### src/hdl/ihc_pkg.sv
// shared types, constants and helpers for the ipv4 receive header checker
// no dependencies
package ihc_pkg;

  localparam int HEADER_WORDS = 10;
  localparam logic [15:0] HEADER_BYTES = 16'(HEADER_WORDS * 2);
  localparam logic [3:0] WORD_LAST = 4'(HEADER_WORDS - 1);

  localparam logic [3:0] WORD_TOTAL_LEN = 4'd1;
  localparam logic [3:0] WORD_PROTO = 4'd4;
  localparam logic [3:0] WORD_SRC_HI = 4'd6;
  localparam logic [3:0] WORD_SRC_LO = 4'd7;
  localparam logic [3:0] WORD_DST_HI = 4'd8;

  localparam logic [31:0] LIMITED_BROADCAST = 32'hFFFF_FFFF;
  localparam logic [15:0] SUM_GOOD = 16'hFFFF;

  localparam logic [1:0] VERDICT_ACCEPT = 2'd0;
  localparam logic [1:0] VERDICT_TOO_SHORT = 2'd1;
  localparam logic [1:0] VERDICT_NOT_HERE = 2'd2;
  localparam logic [1:0] VERDICT_BAD_SUM = 2'd3;

  localparam logic [7:0] PROTO_ICMP = 8'd1;
  localparam logic [7:0] PROTO_TCP = 8'd6;
  localparam logic [7:0] PROTO_UDP = 8'd17;

  localparam logic [1:0] CLASS_ICMP = 2'd0;
  localparam logic [1:0] CLASS_TCP = 2'd1;
  localparam logic [1:0] CLASS_UDP = 2'd2;
  localparam logic [1:0] CLASS_OTHER = 2'd3;

  localparam logic REG_OWN_ADDR = 1'b0;
  localparam logic REG_OWN_BROADCAST = 1'b1;

  localparam int QUEUE_DEPTH = 4;
  localparam int QUEUE_AW = $clog2(QUEUE_DEPTH);

  typedef struct packed {
    logic        too_short;
    logic [15:0] sum;
    logic [15:0] frame_len;
    logic [15:0] total_len;
    logic [7:0]  proto;
    logic [31:0] src;
    logic [31:0] dst;
  } ihc_job_t;

  function automatic logic [15:0] ones_add(input logic [15:0] a, input logic [15:0] b);
    logic [16:0] s;
    s = {1'b0, a} + {1'b0, b};
    return s[15:0] + {15'b0, s[16]};
  endfunction

endpackage

### src/hdl/ihc_front.sv
// header word parser: sums and captures header fields, emits one job per frame
// depends on ihc_pkg
module ihc_front
  import ihc_pkg::*;
(
  input  logic        clk,
  input  logic        rst,
  input  logic        accept,
  input  logic [15:0] header_word,
  input  logic        first_word,
  input  logic [15:0] frame_length,
  output logic        job_valid,
  output ihc_job_t    job
);

  logic [3:0]  word_count;
  logic [15:0] sum_acc;
  logic [15:0] sum_next;
  logic [15:0] frame_len_held;
  logic [15:0] total_len_held;
  logic [7:0]  proto_held;
  logic [31:0] src_held;
  logic [15:0] dst_hi_held;
  logic        short_frame;

  assign short_frame = frame_length < HEADER_BYTES;
  assign sum_next = ones_add(sum_acc, header_word);

  always_comb begin
    job.too_short = first_word;
    job.sum = sum_next;
    job.frame_len = frame_len_held;
    job.total_len = total_len_held;
    job.proto = proto_held;
    job.src = src_held;
    job.dst = {dst_hi_held, header_word};
    if (first_word) begin
      job_valid = accept && short_frame;
    end else begin
      job_valid = accept && (word_count == WORD_LAST);
    end
  end

  always_ff @(posedge clk) begin
    if (rst) begin
      word_count <= '0;
    end else if (accept) begin
      if (first_word) begin
        word_count <= short_frame ? 4'd0 : 4'd1;
      end else if (word_count != 4'd0) begin
        word_count <= (word_count == WORD_LAST) ? 4'd0 : word_count + 4'd1;
      end
    end
  end

  always_ff @(posedge clk) begin
    if (accept) begin
      if (first_word) begin
        frame_len_held <= frame_length;
        sum_acc <= header_word;
      end else if (word_count != 4'd0) begin
        sum_acc <= sum_next;
        case (word_count)
          WORD_TOTAL_LEN: total_len_held <= header_word;
          WORD_PROTO:     proto_held <= header_word[7:0];
          WORD_SRC_HI:    src_held[31:16] <= header_word;
          WORD_SRC_LO:    src_held[15:0] <= header_word;
          WORD_DST_HI:    dst_hi_held <= header_word;
          default: ;
        endcase
      end
    end
  end

  assert property (@(posedge clk) disable iff (rst) word_count <= WORD_LAST)
    else $error("word count past last header word");

endmodule

### src/hdl/ihc_queue.sv
// short job queue between header parser and verdict stage
// depends on ihc_pkg
module ihc_queue
  import ihc_pkg::*;
(
  input  logic     clk,
  input  logic     rst,
  input  logic     push,
  input  ihc_job_t push_job,
  input  logic     pop,
  output logic     full,
  output logic     not_empty,
  output ihc_job_t head_job
);

  ihc_job_t              mem [QUEUE_DEPTH];
  logic [QUEUE_AW-1:0]   wr_ptr;
  logic [QUEUE_AW-1:0]   rd_ptr;
  logic [QUEUE_AW:0]     count;

  assign full = count == (QUEUE_AW + 1)'(QUEUE_DEPTH);
  assign not_empty = count != '0;
  assign head_job = mem[rd_ptr];

  always_ff @(posedge clk) begin
    if (push) begin
      mem[wr_ptr] <= push_job;
    end
  end

  always_ff @(posedge clk) begin
    if (rst) begin
      wr_ptr <= '0;
      rd_ptr <= '0;
      count <= '0;
    end else begin
      if (push) begin
        wr_ptr <= wr_ptr + QUEUE_AW'(1);
      end
      if (pop) begin
        rd_ptr <= rd_ptr + QUEUE_AW'(1);
      end
      if (push && !pop) begin
        count <= count + (QUEUE_AW + 1)'(1);
      end else if (pop && !push) begin
        count <= count - (QUEUE_AW + 1)'(1);
      end
    end
  end

  assert property (@(posedge clk) disable iff (rst) !(push && full && !pop))
    else $error("job queue overflow");
  assert property (@(posedge clk) disable iff (rst) !(pop && !not_empty))
    else $error("job queue underflow");

endmodule

### src/hdl/ihc_back.sv
// verdict stage: address and checksum checks, class, payload length, result register
// depends on ihc_pkg
module ihc_back
  import ihc_pkg::*;
(
  input  logic        clk,
  input  logic        rst,
  input  logic        job_valid,
  input  ihc_job_t    job,
  output logic        take,
  input  logic [31:0] own_addr,
  input  logic [31:0] own_broadcast,
  input  logic        pop,
  output logic        empty,
  output logic [1:0]  verdict,
  output logic [1:0]  protocol_class,
  output logic [7:0]  protocol_number,
  output logic [31:0] source_addr,
  output logic [31:0] dest_addr,
  output logic [15:0] payload_length
);

  logic        out_valid;
  logic        dst_match;
  logic [15:0] len_min;
  logic [15:0] pay_len;
  logic [1:0]  verdict_next;
  logic [1:0]  class_next;

  assign take = job_valid && (!out_valid || pop);
  assign empty = !out_valid;

  assign dst_match = (job.dst == own_addr) || (job.dst == own_broadcast) ||
                     (job.dst == LIMITED_BROADCAST);
  assign len_min = (job.total_len < job.frame_len) ? job.total_len : job.frame_len;
  assign pay_len = (len_min > HEADER_BYTES) ? len_min - HEADER_BYTES : 16'd0;

  always_comb begin
    if (job.too_short) begin
      verdict_next = VERDICT_TOO_SHORT;
    end else if (!dst_match) begin
      verdict_next = VERDICT_NOT_HERE;
    end else if (job.sum != SUM_GOOD) begin
      verdict_next = VERDICT_BAD_SUM;
    end else begin
      verdict_next = VERDICT_ACCEPT;
    end
    case (job.proto)
      PROTO_ICMP: class_next = CLASS_ICMP;
      PROTO_TCP:  class_next = CLASS_TCP;
      PROTO_UDP:  class_next = CLASS_UDP;
      default:    class_next = CLASS_OTHER;
    endcase
  end

  always_ff @(posedge clk) begin
    if (rst) begin
      out_valid <= 1'b0;
    end else if (take) begin
      out_valid <= 1'b1;
    end else if (pop) begin
      out_valid <= 1'b0;
    end
  end

  always_ff @(posedge clk) begin
    if (take) begin
      verdict <= verdict_next;
      if (job.too_short) begin
        protocol_class <= '0;
        protocol_number <= '0;
        source_addr <= '0;
        dest_addr <= '0;
        payload_length <= '0;
      end else begin
        protocol_class <= class_next;
        protocol_number <= job.proto;
        source_addr <= job.src;
        dest_addr <= job.dst;
        payload_length <= pay_len;
      end
    end
  end

  assert property (@(posedge clk) disable iff (rst) take |=> out_valid)
    else $error("result register lost a loaded request");

endmodule

### src/hdl/ipv4_rx_header_check.sv
// ipv4 receive header checker top: config registers, parser, job queue, verdict stage
// a frame's job is written into the job queue on the edge that accepts its last word, and the verdict
// stage loads it from the queue head into the result register once that register is free
// throughput: one header word per cycle while full is low; full rises only when the four-entry job queue is full
// reset: synchronous active high; clears control state, own_addr to 0, own_broadcast to all ones
// depends on ihc_pkg, ihc_front, ihc_queue, ihc_back
module ipv4_rx_header_check
  import ihc_pkg::*;
(
  input  logic        clk,
  input  logic        rst,
  input  logic        push,
  output logic        full,
  input  logic [15:0] header_word,
  input  logic        first_word,
  input  logic [15:0] frame_length,
  output logic        empty,
  input  logic        pop,
  output logic [1:0]  verdict,
  output logic [1:0]  protocol_class,
  output logic [7:0]  protocol_number,
  output logic [31:0] source_addr,
  output logic [31:0] dest_addr,
  output logic [15:0] payload_length,
  input  logic        cfg_valid,
  output logic        cfg_ready,
  input  logic        cfg_index,
  input  logic [31:0] cfg_data
);

  logic [31:0] own_addr;
  logic [31:0] own_broadcast;
  logic        accept;
  logic        job_valid;
  ihc_job_t    job;
  logic        q_full;
  logic        q_not_empty;
  ihc_job_t    head_job;
  logic        take;

  assign cfg_ready = 1'b1;
  assign full = q_full;
  assign accept = push && !q_full;

  always_ff @(posedge clk) begin
    if (rst) begin
      own_addr <= '0;
      own_broadcast <= '1;
    end else if (cfg_valid && cfg_ready) begin
      case (cfg_index)
        REG_OWN_ADDR:      own_addr <= cfg_data;
        REG_OWN_BROADCAST: own_broadcast <= cfg_data;
        default: ;
      endcase
    end
  end

  ihc_front u_front (
    .clk          (clk),
    .rst          (rst),
    .accept       (accept),
    .header_word  (header_word),
    .first_word   (first_word),
    .frame_length (frame_length),
    .job_valid    (job_valid),
    .job          (job)
  );

  ihc_queue u_queue (
    .clk       (clk),
    .rst       (rst),
    .push      (job_valid),
    .push_job  (job),
    .pop       (take),
    .full      (q_full),
    .not_empty (q_not_empty),
    .head_job  (head_job)
  );

  ihc_back u_back (
    .clk             (clk),
    .rst             (rst),
    .job_valid       (q_not_empty),
    .job             (head_job),
    .take            (take),
    .own_addr        (own_addr),
    .own_broadcast   (own_broadcast),
    .pop             (pop),
    .empty           (empty),
    .verdict         (verdict),
    .protocol_class  (protocol_class),
    .protocol_number (protocol_number),
    .source_addr     (source_addr),
    .dest_addr       (dest_addr),
    .payload_length  (payload_length)
  );

endmodule
### config.mk
export PLATFORM = sky130hd
export DESIGN_NAME = ipv4_rx_header_check
export DESIGN_NICKNAME = d
export VERILOG_FILES = /design/src/hdl/ihc_pkg.sv /design/src/hdl/ihc_front.sv /design/src/hdl/ihc_queue.sv /design/src/hdl/ihc_back.sv /design/src/hdl/ipv4_rx_header_check.sv
export SDC_FILE = /design/constraint.sdc
export NUM_CORES = 1
export LEC_CHECK = 0
export BUFFER_PORTS_ARGS = -buffer_cell sky130_fd_sc_hd__buf_2
export CORE_UTILIZATION = 47
export DETAILED_ROUTE_END_ITERATION = 7
export HOLD_SLACK_MARGIN = 0.1
export PLACE_DENSITY = 0.67
export SLEW_MARGIN = 20
export SYNTH_ARGS = -nofsm -noshare
export SYNTH_HDL_FRONTEND = slang
export SYNTH_HIERARCHICAL = 1
export SYNTH_SLANG_ARGS = --single-unit
### constraint.sdc
create_clock -name clk -period 10.8 [get_ports clk]
set_input_delay 1.62 -clock clk [delete_from_list [all_inputs] [get_ports clk]]
set_output_delay 1.62 -clock clk [all_outputs]
set_load 0.05 [all_outputs]
# Yosys cells after proc, flatten, opt, wreduce, memory -nomap -nowiden
# Memory sizes are Yosys's and may differ from the RTL's. A register that Yosys moved wholly into a read port is not among the register bits.
# Index checks and enable logic that the tools add are counted.
classes:
  add_sub_neg: 8
  magnitude_cmp: 3
  n_eq_ne: 14
  n_mux: 19
  n_bitwise: 3
  n_reduce_logical: 28
ops:
  columns: ["cell", "n"]
  rows:
  - ["equality test 32 bit", 2]
  - ["2-to-1 mux 16 bit", 3]
  - ["equality test 32 bit (second input constant)", 1]
  - ["AND reduction 4 bit", 5]
  - ["adder 16 x 16 -> 17 bit", 1]
  - ["adder 16 x 1 -> 16 bit", 1]
  - ["greater-than comparator 16 x 5 -> 1 bit (second input constant)", 1]
  - ["less-than comparator 16 bit", 1]
  - ["less-than comparator 16 x 5 -> 1 bit (second input constant)", 1]
  - ["inequality test 16 bit (second input constant)", 1]
  - ["subtractor 16 x 5 -> 16 bit (second input constant)", 1]
  - ["equality test 4 x 3 -> 1 bit (second input constant)", 3]
  - ["2-to-1 mux 4 bit", 3]
  - ["equality test 4 bit (second input constant)", 2]
  - ["equality test 8 x 1 -> 1 bit (second input constant)", 1]
  - ["equality test 8 x 3 -> 1 bit (second input constant)", 1]
  - ["equality test 8 x 5 -> 1 bit (second input constant)", 1]
  - ["2-to-1 mux 2 bit", 4]
  - ["AND reduction 2 bit", 4]
  - ["logical AND 1 bit", 6]
  - ["2-to-1 mux 1 bit", 6]
  - ["2-to-1 mux 3 bit", 2]
  - ["one-hot mux 2 bit (3 select lines)", 1]
  - ["nonzero test 2 bit", 3]
  - ["other kinds (12)", 20]
totals:
  regBits: 272
  ram_bits: 484
  inputBits: 71
  out_inout_bits: 95
  word_cells: 96
  memories: 1
mem_list:
  columns: ["memory", "words", "width", "read_ports", "rd_ports_with_merged_regs", "write_ports", "line", "text"]
  rows:
  - ["u_queue.mem", 4, 121, 1, 1, 1, "ihc_queue.sv:16", "ihc_job_t mem [QUEUE_DEPTH];"]

# Longest topological paths before layout
# Gate-level depths: netlist of the first run.
depth:
  word_depth: 9
  ltp_mapped: 21
  mapped_depth_nobuf: 16

# Cells and area by module
# The synthesis of the first run kept the hierarchy.
modules_own_cells:
  columns: ["mod", "instances", "cells_per_inst", "area_per_inst_um2", "seq_area_each_um2"]
  rows:
  - ["ihc_queue", 1, 676, 17983.5, 14714.1]
  - ["ihc_back", 1, 463, 5288.8, 2782.7]
  - ["ihc_front", 1, 354, 4948.5, 3203.1]
  - ["ipv4_rx_header_check", 1, 259, 2727.6, 1281.2]

# Worst setup path after synthesis of the first run
# Ideal clock, no wire load.
synth_timing:
  path_kind: "input -> register"
  start: "input pop"
  end: "register u_queue.count[2]"
  arrival_time_ps: 9952
  required_ps: 10730
  setup_slack_ps: 778
  cell_stages: 9
  path_buffers: 0
  path_cell_list: "inv_1 > a21boi_0 > inv_1 > ha_1 > inv_1 > fa_1 > xor2_1 > or3_1 > a21oi_1"
synth_via:
  elab_chain_len: 5
synth_lines:
  columns: ["element", "line", "text"]
  rows:
  - ["start, declared", "ipv4_rx_header_check.sv:18", "input logic pop,"]
  - ["logical OR 1 bit *", "ihc_back.sv:30", "assign take = job_valid && (!out_valid || pop);"]
  - ["logical AND 1 bit *", "ihc_back.sv:30", null]
  - ["named net take", "ipv4_rx_header_check.sv:39", "logic take;"]
  - ["zero test 1 bit", "ihc_queue.sv:43", "if (push && !pop) begin"]
  - ["logical AND 1 bit", "ihc_queue.sv:43", null]
  - ["2-to-1 mux 3 bit / nonzero test 2 bit (equally long branches)", null, null]
  - ["end signal, assigned", "ihc_queue.sv:44", "count <= count + (QUEUE_AW + 1)'(1);"]
  - ["end signal, assigned", "ihc_queue.sv:46", "count <= count - (QUEUE_AW + 1)'(1);"]
  - ["end, declared", "ihc_queue.sv:19", "logic [QUEUE_AW:0] count;"]
# Mark *: on every way through the listed nets, which the timed path passes. The rest lies on a longest branch.
# A chain may end at the register's enable or synchronous reset.

==> results.yml, run 1 <==
floorplanning:
  initial_core_util: 0.4775
  ios: 166
  rows: 93
  die_h_microns: 258.6
  die_area_sq_um: 66880
  die_w_microns: 258.6
  core_area_sq_um: 64810
timing:
  slew_violations: 0
  slew-limit-headroom: 0.3242
  setup_tns_ns: 0
  setup_violations: 0
  fmax_ghz: 0.1547
  hold_violations: 0
  finClkSkew_ns: 0.02070
  rsz0062_at_grt: "no"
  period_share: 0.5986
  fin_crit_ns: 6.465
  tightest_slew_ns: 1.014
logic_synthesis:
  synth_cells: 1752
  yosysWarnings: 6
  async_flop_share: 0
  synth-seq-cells: 758
  synthesis.area_sq_um: 30950
  synth_top_flop_cell: "edfxtp_1"
  seq_area_frac_synth: 0.7102
  synth_nets: 1865
  synth_edf_count: 680
  synth_area_per_cell_sq_um: 17.66
  synth_cell_types: 75
worst_setup_path:
  required_ns: 11.16
  slowest_delay_ns: 0.69
  worstPathMaxFanout: 35
  path_class: "reg2reg"
  critPathCaptureType: "register"
  cp_top_family: "compound AO/OA/AOI/OAI gates"
  arrival_ns: 6.83
  crit_chain: "buf_4 -> buf_4 -> mux4_2 -> ha_1 -> nand4_1 -> inv_1 -> a22oi_1 -> and2_1 -> a21oi_1 -> ha_1 -> nor2b_1 -> mux2_2 -> a32oi_4 -> a2111oi_0"
  r2r-end: "u_back/payload_length[11]"
  rrSetupSlack_ns: 4.33
  worst-path-buf-inv: 3
  worst_path_max_delay_cell: "buf_4"
  worst_setup_path_start_kind: "register"
  reg2reg_depth: 14
status:
  status: "finished, final reports clean"
clock_network:
  ctsResizeCount: 0
  post-cts-setup-buffers: 0
  htreeDepth: 3
  root_buffer: "clkbuf_16"
  cts.sinks: 758
  cts_max_path_buffers: 3
  cts.hold.buffers_added: 0
  clk-insertion-delay-late_ns: 0.63
  clk_pin_slew_ns: 0.06
  cts_tree: "built"
  cts_made_buffers: 79
global_routing:
  grt_pass1_wl_microns: 100900
  grtUsageMet2: 0.3229
  use_met1: 0.2898
  grt-busiest-layer: "met2"
  gr-usage-all-layers: 0.2030
  grt_max_degree: 110
  grt.overflow.total: 0
  grt_use_met3: 0.02983
  antenna_found_initial: 3
  grt_pass1_vias: 16180
placed_design:
  dpl.cell_count: 2692
  io_buffers: 164
  dp_hpwl_microns: 41110
  place.gp.congestion: 0.8800
pwr:
  pwr-share-clk: 0.296
  seq_power_share: 0.414
  worst_ir_drop_vdd_mv: 0.1717
  combPwrFrac: 0.290
  p_sw_frac: 0.3346
  powerDensity_nw_per_um2: 259.3
  p_switching_mw: 3.027
  internal-power_mw: 6.018
  power_leakage_nw: 11.60
drt:
  ant_nets: 0
  routed_wl_microns: 67300
  drt_iter0_drc: 1507
  wl_per_cell_microns: 23.72
  via_count: 16044
  drtPass1Iterations: 6
  drc: 0
  avgViaCountPerCell: 5.655
min_path:
  min_to: "u_queue/mem[2][54]"
  hold_start: "u_front/src_held[22]"
  holdPathStages: 0
  hold_path.class: "reg2reg"
finish:
  antennaDiodeCount: 0
  drive_gt1_frac: 0.2331
  fillCellCount: 5043
  fin_cells: 2837
  fin_nets: 2032
  areaGrowthSynthToFinish_pct: 12.72
job:
  maxCapViolCount: 0
==> power groups by stage <==
| stage | sequential, mW | combinational, mW | clock (mW) |
|---|---|---|---|
| floorplan | 4.43 | 1.43 | 0 |
| global placement | 3.81 | 2.61 | 0 |
| detailed placement | 3.81 | 2.63 | 0 |
| CTS | 3.76 | 2.65 | 2.73 |
| global route | 3.78 | 2.79 | 2.84 |
| finish | 3.75 | 2.62 | 2.68 |
==> synthesized netlist by cell type, types with 33 or more instances <==
cell type	n	area (sq um)
nand2b_1	37	231.5
and3_1	35	219.0
nor2b_1	74	462.9
mux4_2	121	2725
a211o_1	33	289.0
nand2_1	42	157.7
a21oi_1	42	210.2
nand4_1	36	225.2
edfxtp_1	680	20420
xnor2_1	92	805.8
ha_1	40	500.5
dfxtp_1	78	1562
nor2_1	47	176.4
==> worst max path at each step <==
stage | endpoint | slack [ns] | cells past startpoint | from
global placement | u_back/payload_length[5] | 4.50 | 14 | register
finish | u_back/payload_length[11] | 4.33 | 14 | register
detailed placement | u_back/payload_length[11] | 4.26 | 14 | register
CTS | u_back/payload_length[11] | 4.21 | 14 | register
global route | u_back/payload_length[9] | 3.64 | 14 | register
floorplan | u_queue/count[2] | 0.78 | 9 | pop
==> registers in the layout, summed over array words and instances (netlist names), 16 cells and up, named ones only <==
name and flops:
u_front/dst_hi_held 16, u_back/source_addr 32, u_back/dest_addr 32, u_front/total_len_held 16, u_back/payload_length 16, own_addr 32
own_broadcast 32, u_queue/mem 484, u_front/frame_len_held 16, u_front/src_held 32, u_front/sum_acc 16
==> through the flow <==
stage	hold slack, ns	setup WS (ns)	total power [mW]	area [sq um]	util
after floorplan	0.4542	0.7783	5.857	30950	-
after global placement	0.4637	4.496	6.422	32300	0.4983
after detailed placement	0.4687	4.261	6.445	32300	0.4983
after CTS	0.4791	4.215	9.134	34860	0.5379
after global routing	0.4922	3.642	9.416	34880	0.5382
final	0.4774	4.335	9.045	34880	0.5382
==> kinds of logic after synthesis <==
kind of cell,synth area share
flops,0.7102
simple gates,0.07977
compound gates,0.03812
mux,0.09541
buf+inv,0.02802
xor+xnor,0.03085
fa+ha+maj,0.01747
other cells,0.0001212
==> cell usage in the layout (no fill, tap or decap), types with 9 or more instances in the layout <==
master,Yosys,routed
nor3_1,24,23
nor2b_1,74,74
buf_4,24,21
nor2_1,47,47
nand4bb_1,32,32
nand2b_1,37,37
mux4_2,121,120
clkbuf_16,0,81
edfxtp_1,680,680
o21ai_1,17,17
o21ai_0,32,32
a211o_1,33,33
mux2_2,14,14
inv_1,29,29
nand3_1,11,11
ha_1,40,40
nand2_1,42,42
xnor2_1,92,92
clkinv_1,0,9
dfxtp_1,78,76
clkbuf_1,26,28
a21oi_1,42,42
nor4_1,22,20
buf_2,19,164
nand4_1,36,36
xor2_1,17,17
and3_1,35,35
==> layout make-up <==
class,count,area [sq um],share of cell area
Multi-Input combinational cell,864,8149,0.2336
Clock inverter,32,392.9,0.01126
Clock buffer,112,2173,0.06230
Sequential cell,758,21990,0.6303
Tap cell,855,1070,0.03067
Inverter,30,112.6,0.003228
Timing Repair Buffer,186,998.5,0.02862
==> layer usage <==
metal,up-vias,part of all wire
met5,-,0.00024
met4,2,0.022
met3,90,0.050
met2,473,0.48
met1,8256,0.44
li1,7223,-
(Power assumes the default switching activity.)
==> run 2, diff against run 1 <==
clock period = 6.3 ns   (was 10.8 ns; I/O delays follow)
==> results.yml, run 2 (synthesis gave the netlist of run 1 again) <==
clock_network:
  root_buffer: "clkbuf_16"
  ctsResizeCount: 0
  clk-insertion-delay-late_ns: 0.63
  clk_pin_slew_ns: 0.06
  cts_tree: "built"
  htreeDepth: 3
  cts.sinks: 758
  cts_max_path_buffers: 3
  post-cts-setup-buffers: 0
  cts.hold.buffers_added: 0
  cts_made_buffers: 80
global_routing:
  grt_pass1_wl_microns: 102100
  gr-usage-all-layers: 0.2046
  grt.overflow.total: 0
  grt_max_degree: 110
  antenna_found_initial: 5
  grt_pass1_vias: 16452
worst_setup_path:
  arrival_ns: 5.85
  worstPathMaxFanout: 38
  required_ns: 6.66
  path_class: "reg2reg"
  worst_setup_path_start_kind: "register"
  r2r-end: "u_back/payload_length[7]"
  reg2reg_depth: 13
  critPathCaptureType: "register"
  crit_end: "u_back/payload_length[7]"
  rrSetupSlack_ns: 0.80
min_path:
  hold_path.class: "reg2reg"
  hold_start: "own_addr[9]"
pwr:
  worst_ir_drop_vdd_mv: 0.3631
  pwr-share-clk: 0.307
  seq_power_share: 0.408
  power_leakage_nw: 11.73
  powerDensity_nw_per_um2: 448.3
  p_sw_frac: 0.3321
  internal-power_mw: 10.51
  p_total_mw: 15.74
  combPwrFrac: 0.284
  p_switching_mw: 5.226
timing:
  slew-limit-headroom: 0.2278
  fmax_ghz: 0.1819
  tightest_slew_ns: 1.148
  rsz0062_at_grt: "no"
  setup_violations: 0
  setup_tns_ns: 0
  finClkSkew_ns: 0.02450
  slew_violations: 0
  hold_violations: 0
  fin_crit_ns: 5.498
  period_share: 0.8728
drt:
  via_count: 16067
  wl_per_cell_microns: 23.70
  met3RoutedLength_microns: 3610
  drtPass1Iterations: 7
  drt_iter0_drc: 1395
  routed_wl_microns: 67480
  ant_nets: 0
  wl_met1_microns: 30060
  avgViaCountPerCell: 5.643
  top_layer_used: "met4"
  routed-wl-met2_microns: 32470
  drc: 0
placed_design:
  place.gp.congestion: 0.8261
  dp_hpwl_microns: 41520
  io_buffers: 164
job:
  maxCapViolCount: 0
finish:
  areaGrowthSynthToFinish_pct: 13.43
  final_common_cell: "edfxtp_1"
  multi_input_area_sq_um: 8149
  fin_nets: 2039
  regArea_sq_um: 21990
  drive_gt1_frac: 0.2410
  final_core_util: 0.5416
  antennaDiodeCount: 0
  largest_register: "u_queue/mem"
  final_cell_mix: "680 x edfxtp_1, 164 x buf_2, 120 x mux4_2"
  fillCellCount: 5067
  largest_reg_flops: 484
floorplanning:
  die_w_microns: 258.6
  rows: 93
  ios: 166
  core_area_sq_um: 64810
  die_h_microns: 258.6
  die_area_sq_um: 66880
  initial_core_util: 0.4775
status:
  status: "finished, final reports clean"
[run 2: cell types whose count changed in the layout (fill, tap and decap cells not counted), sizes merged]
cell	change
inv	+2
bufinv	+5
clkbuf	-16
clkinv	+12
clkinvlp	+1
buf	+6
[run 2: worst min path at each step]
stage               cells after the start                 end  slack, ns
finish                                  2         own_addr[9]       0.48
global route                            1   own_broadcast[11]       0.50
global placement                        0  u_queue/mem[2][42]       0.46
detailed placement                      2        own_addr[15]       0.47
CTS                                     2        own_addr[10]       0.48
floorplan                               2        own_addr[28]       0.45
[run 2: per-layer routing]
metal  global-route usage  vias up
met5                    0        -
met4              0.06098        0
met3              0.02905       93
met2               0.3304      474
met1               0.2902     8247
li1                     -     7253
[run 2: cell type report]
type	instances	area share
Timing Repair Buffer	192	0.03008
Clock inverter	52	0.01747
Sequential cell	758	0.6264
Multi-Input combinational cell	864	0.2321
Inverter	30	0.003208
Clock buffer	96	0.06024
Tap cell	855	0.03047
[run 2: critical path, cell delays in order, from the launching register on]
cell and delay, ns:
dfxtp_4 0.85, mux4_2 0.65, inv_1 0.14, ha_1 0.26, a21oi_1 0.15, o21ai_0 0.12, a22oi_1 0.57, and2_1 0.69
a21oi_1 0.23, ha_1 0.28, nor2b_1 0.32, mux2_2 0.25, a32oi_4 0.23, a2111oi_0 0.47
[run 2: power groups by stage]
stage               clock (mW)  sequential [mW]  combinational (mW)
finish                    4.83             6.43                4.48
global route              5.11             6.49                4.78
CTS                       4.94             6.45                4.51
detailed placement           0             6.54                4.49
global placement             0             6.53                4.46
floorplan                    0             7.53                2.44
[run 2: stage by stage]
stage	cell area, sq um	std cells	hold WS (ns)	setup WS [ns]
global placement	32370	2699	0.4620	0.9568
detailed placement	32380	2699	0.4680	0.8047
global route	35100	2847	0.5020	0.3644
floorplan	30950	1752	0.4542	1.197
finish	35100	2847	0.4810	0.8016
CTS	35100	2847	0.4799	0.7795
==> run 3, diff against run 2 <==
PLACE_DENSITY = not set   (was 0.67)
==> results.yml, run 3 (synthesis gave the netlist of run 1 again) <==
global_routing:
  grt_pass1_wl_microns: 104100
  grt_pass1_vias: 16447
  antenna_found_initial: 3
  grt.overflow.total: 0
  gr-usage-all-layers: 0.2102
  grt_max_degree: 67
drt:
  wl_per_cell_microns: 24.40
  via_count: 16108
  drtPass1Iterations: 5
  drt_iter0_drc: 1159
  drc: 0
  routed_wl_microns: 69420
  ant_nets: 0
  avgViaCountPerCell: 5.662
finish:
  final_cell_mix: "680 x edfxtp_1, 164 x buf_2, 120 x mux4_2"
  largest_reg_flops: 484
  areaGrowthSynthToFinish_pct: 13.05
  final_cell_area_sq_um: 34990
  final_common_cell: "edfxtp_1"
  drive_gt1_frac: 0.2389
  multi_input_area_sq_um: 8154
  regArea_sq_um: 21990
  largest_register: "u_queue/mem"
  fin_nets: 2038
  fillCellCount: 5116
timing:
  slew_violations: 0
  hold_violations: 0
  fin_crit_ns: 5.208
  rsz0062_at_grt: "no"
  period_share: 0.8266
  slew-limit-headroom: 0.2938
  finClkSkew_ns: 0.02630
  setup_violations: 0
  fmax_ghz: 0.1920
  tightest_slew_ns: 1.054
  setup_tns_ns: 0
min_path:
  hold_path.class: "reg2reg"
clock_network:
  clk-insertion-delay-late_ns: 0.62
  ctsResizeCount: 0
  clk_pin_slew_ns: 0.06
  cts_tree: "built"
  cts.sinks: 758
  root_buffer: "clkbuf_16"
  cts_max_path_buffers: 3
  cts_made_buffers: 80
  htreeDepth: 3
  cts.hold.buffers_added: 0
  post-cts-setup-buffers: 0
pwr:
  worst_ir_drop_vdd_mv: 0.3258
  combPwrFrac: 0.291
  p_switching_mw: 5.247
  power_leakage_nw: 11.65
  p_sw_frac: 0.3373
  seq_power_share: 0.413
  internal-power_mw: 10.31
  pwr-share-clk: 0.296
  powerDensity_nw_per_um2: 444.6
worst_setup_path:
  path_class: "reg2reg"
  arrival_ns: 5.54
  critPathCaptureType: "register"
  worst_setup_path_start_kind: "register"
  worstPathMaxFanout: 32
  required_ns: 6.63
floorplanning:
  core_area_sq_um: 64810
  die_w_microns: 258.6
  ios: 166
  rows: 93
  initial_core_util: 0.4775
  die_h_microns: 258.6
  die_area_sq_um: 66880
placed_design:
  dp_hpwl_microns: 42470
  io_buffers: 164
  placed_area_sq_um: 32400
  place.gp.congestion: 0.8281
status:
  status: "finished, final reports clean"
job:
  maxCapViolCount: 0
## run 3: cell count changes in the layout (fill, tap and decap cells not counted), moves of 2 or more
cell | previous run | this run
buf_12 | 2 | 4
buf_4 | 26 | 23
bufinv_16 | 12 | 8
clkbuf_1 | 13 | 15
clkinv_8 | 1 | 4
clkinvlp_4 | 2 | 5
diode_2 | 0 | 2
inv_6 | 4 | 0
nor3_2 | 0 | 2
## run 3: metrics by stage
step,utilization,cells,worst slack (ns),hold slack [ns],power (mW)
CTS,0.5398,2843,0.9843,0.4779,15.74
floorplan,-,1752,1.197,0.4542,9.974
detailed placement,0.4999,2698,1.158,0.4686,11.09
finish,0.5398,2845,1.092,0.4800,15.56
global route,0.5398,2843,0.5668,0.4913,16.22
global placement,0.4999,2698,1.351,0.4638,11.07
## run 3: area by class of cell
| type | count | share of cell area |
|---|---|---|
| clock inverter | 49 | 0.01434 |
| antenna | 2 | 0.0001430 |
| inverter | 30 | 0.003218 |
| tap | 855 | 0.03058 |
| timing repair buffer | 191 | 0.03068 |
| clock buffer | 96 | 0.05954 |
| multi-input combinational | 864 | 0.2330 |
| sequential | 758 | 0.6285 |
## run 3: power by group through the flow
stage               Clock (mW)  Sequential, mW  Combinational, mW
CTS                       4.72            6.45               4.57
detailed placement           0            6.54               4.55
global route              4.90            6.49               4.83
finish                    4.60            6.43               4.53
floorplan                    0            7.53               2.44
global placement             0            6.54               4.54
## run 3: worst max-delay path: stages (launching register included)
cell	delay (ns)
dfxtp_4	0.80
buf_4	0.51
mux4_2	0.58
inv_1	0.11
ha_1	0.23
o21ai_0	0.15
nand2b_1	0.11
a31oi_4	0.28
and2_1	0.17
buf_4	0.23
a21oi_1	0.13
ha_1	0.25
nor2b_1	0.35
mux2_2	0.26
a32oi_4	0.21
a2111oi_0	0.52
## run 3: path summary, 6_finish.rpt
check / start / end / slack (ns) / depth (start not counted)
setup / recovery: register / u_back/payload_length[11] / 1.09 / 15
hold reg to reg: own_addr[24] / own_addr[24] / 0.48 / 2
hold / removal: own_addr[24] / own_addr[24] / 0.48 / 2
setup reg to reg: register / u_back/payload_length[11] / 1.09 / 15
## run 3: per-layer routing
metal	share of wire	GRT usage	vias to the layer above
met5	0	0	-
met4	0.018	0.05227	0
met3	0.047	0.03286	89
met2	0.49	0.3419	406
met1	0.45	0.2979	8361
li1	-	-	7252
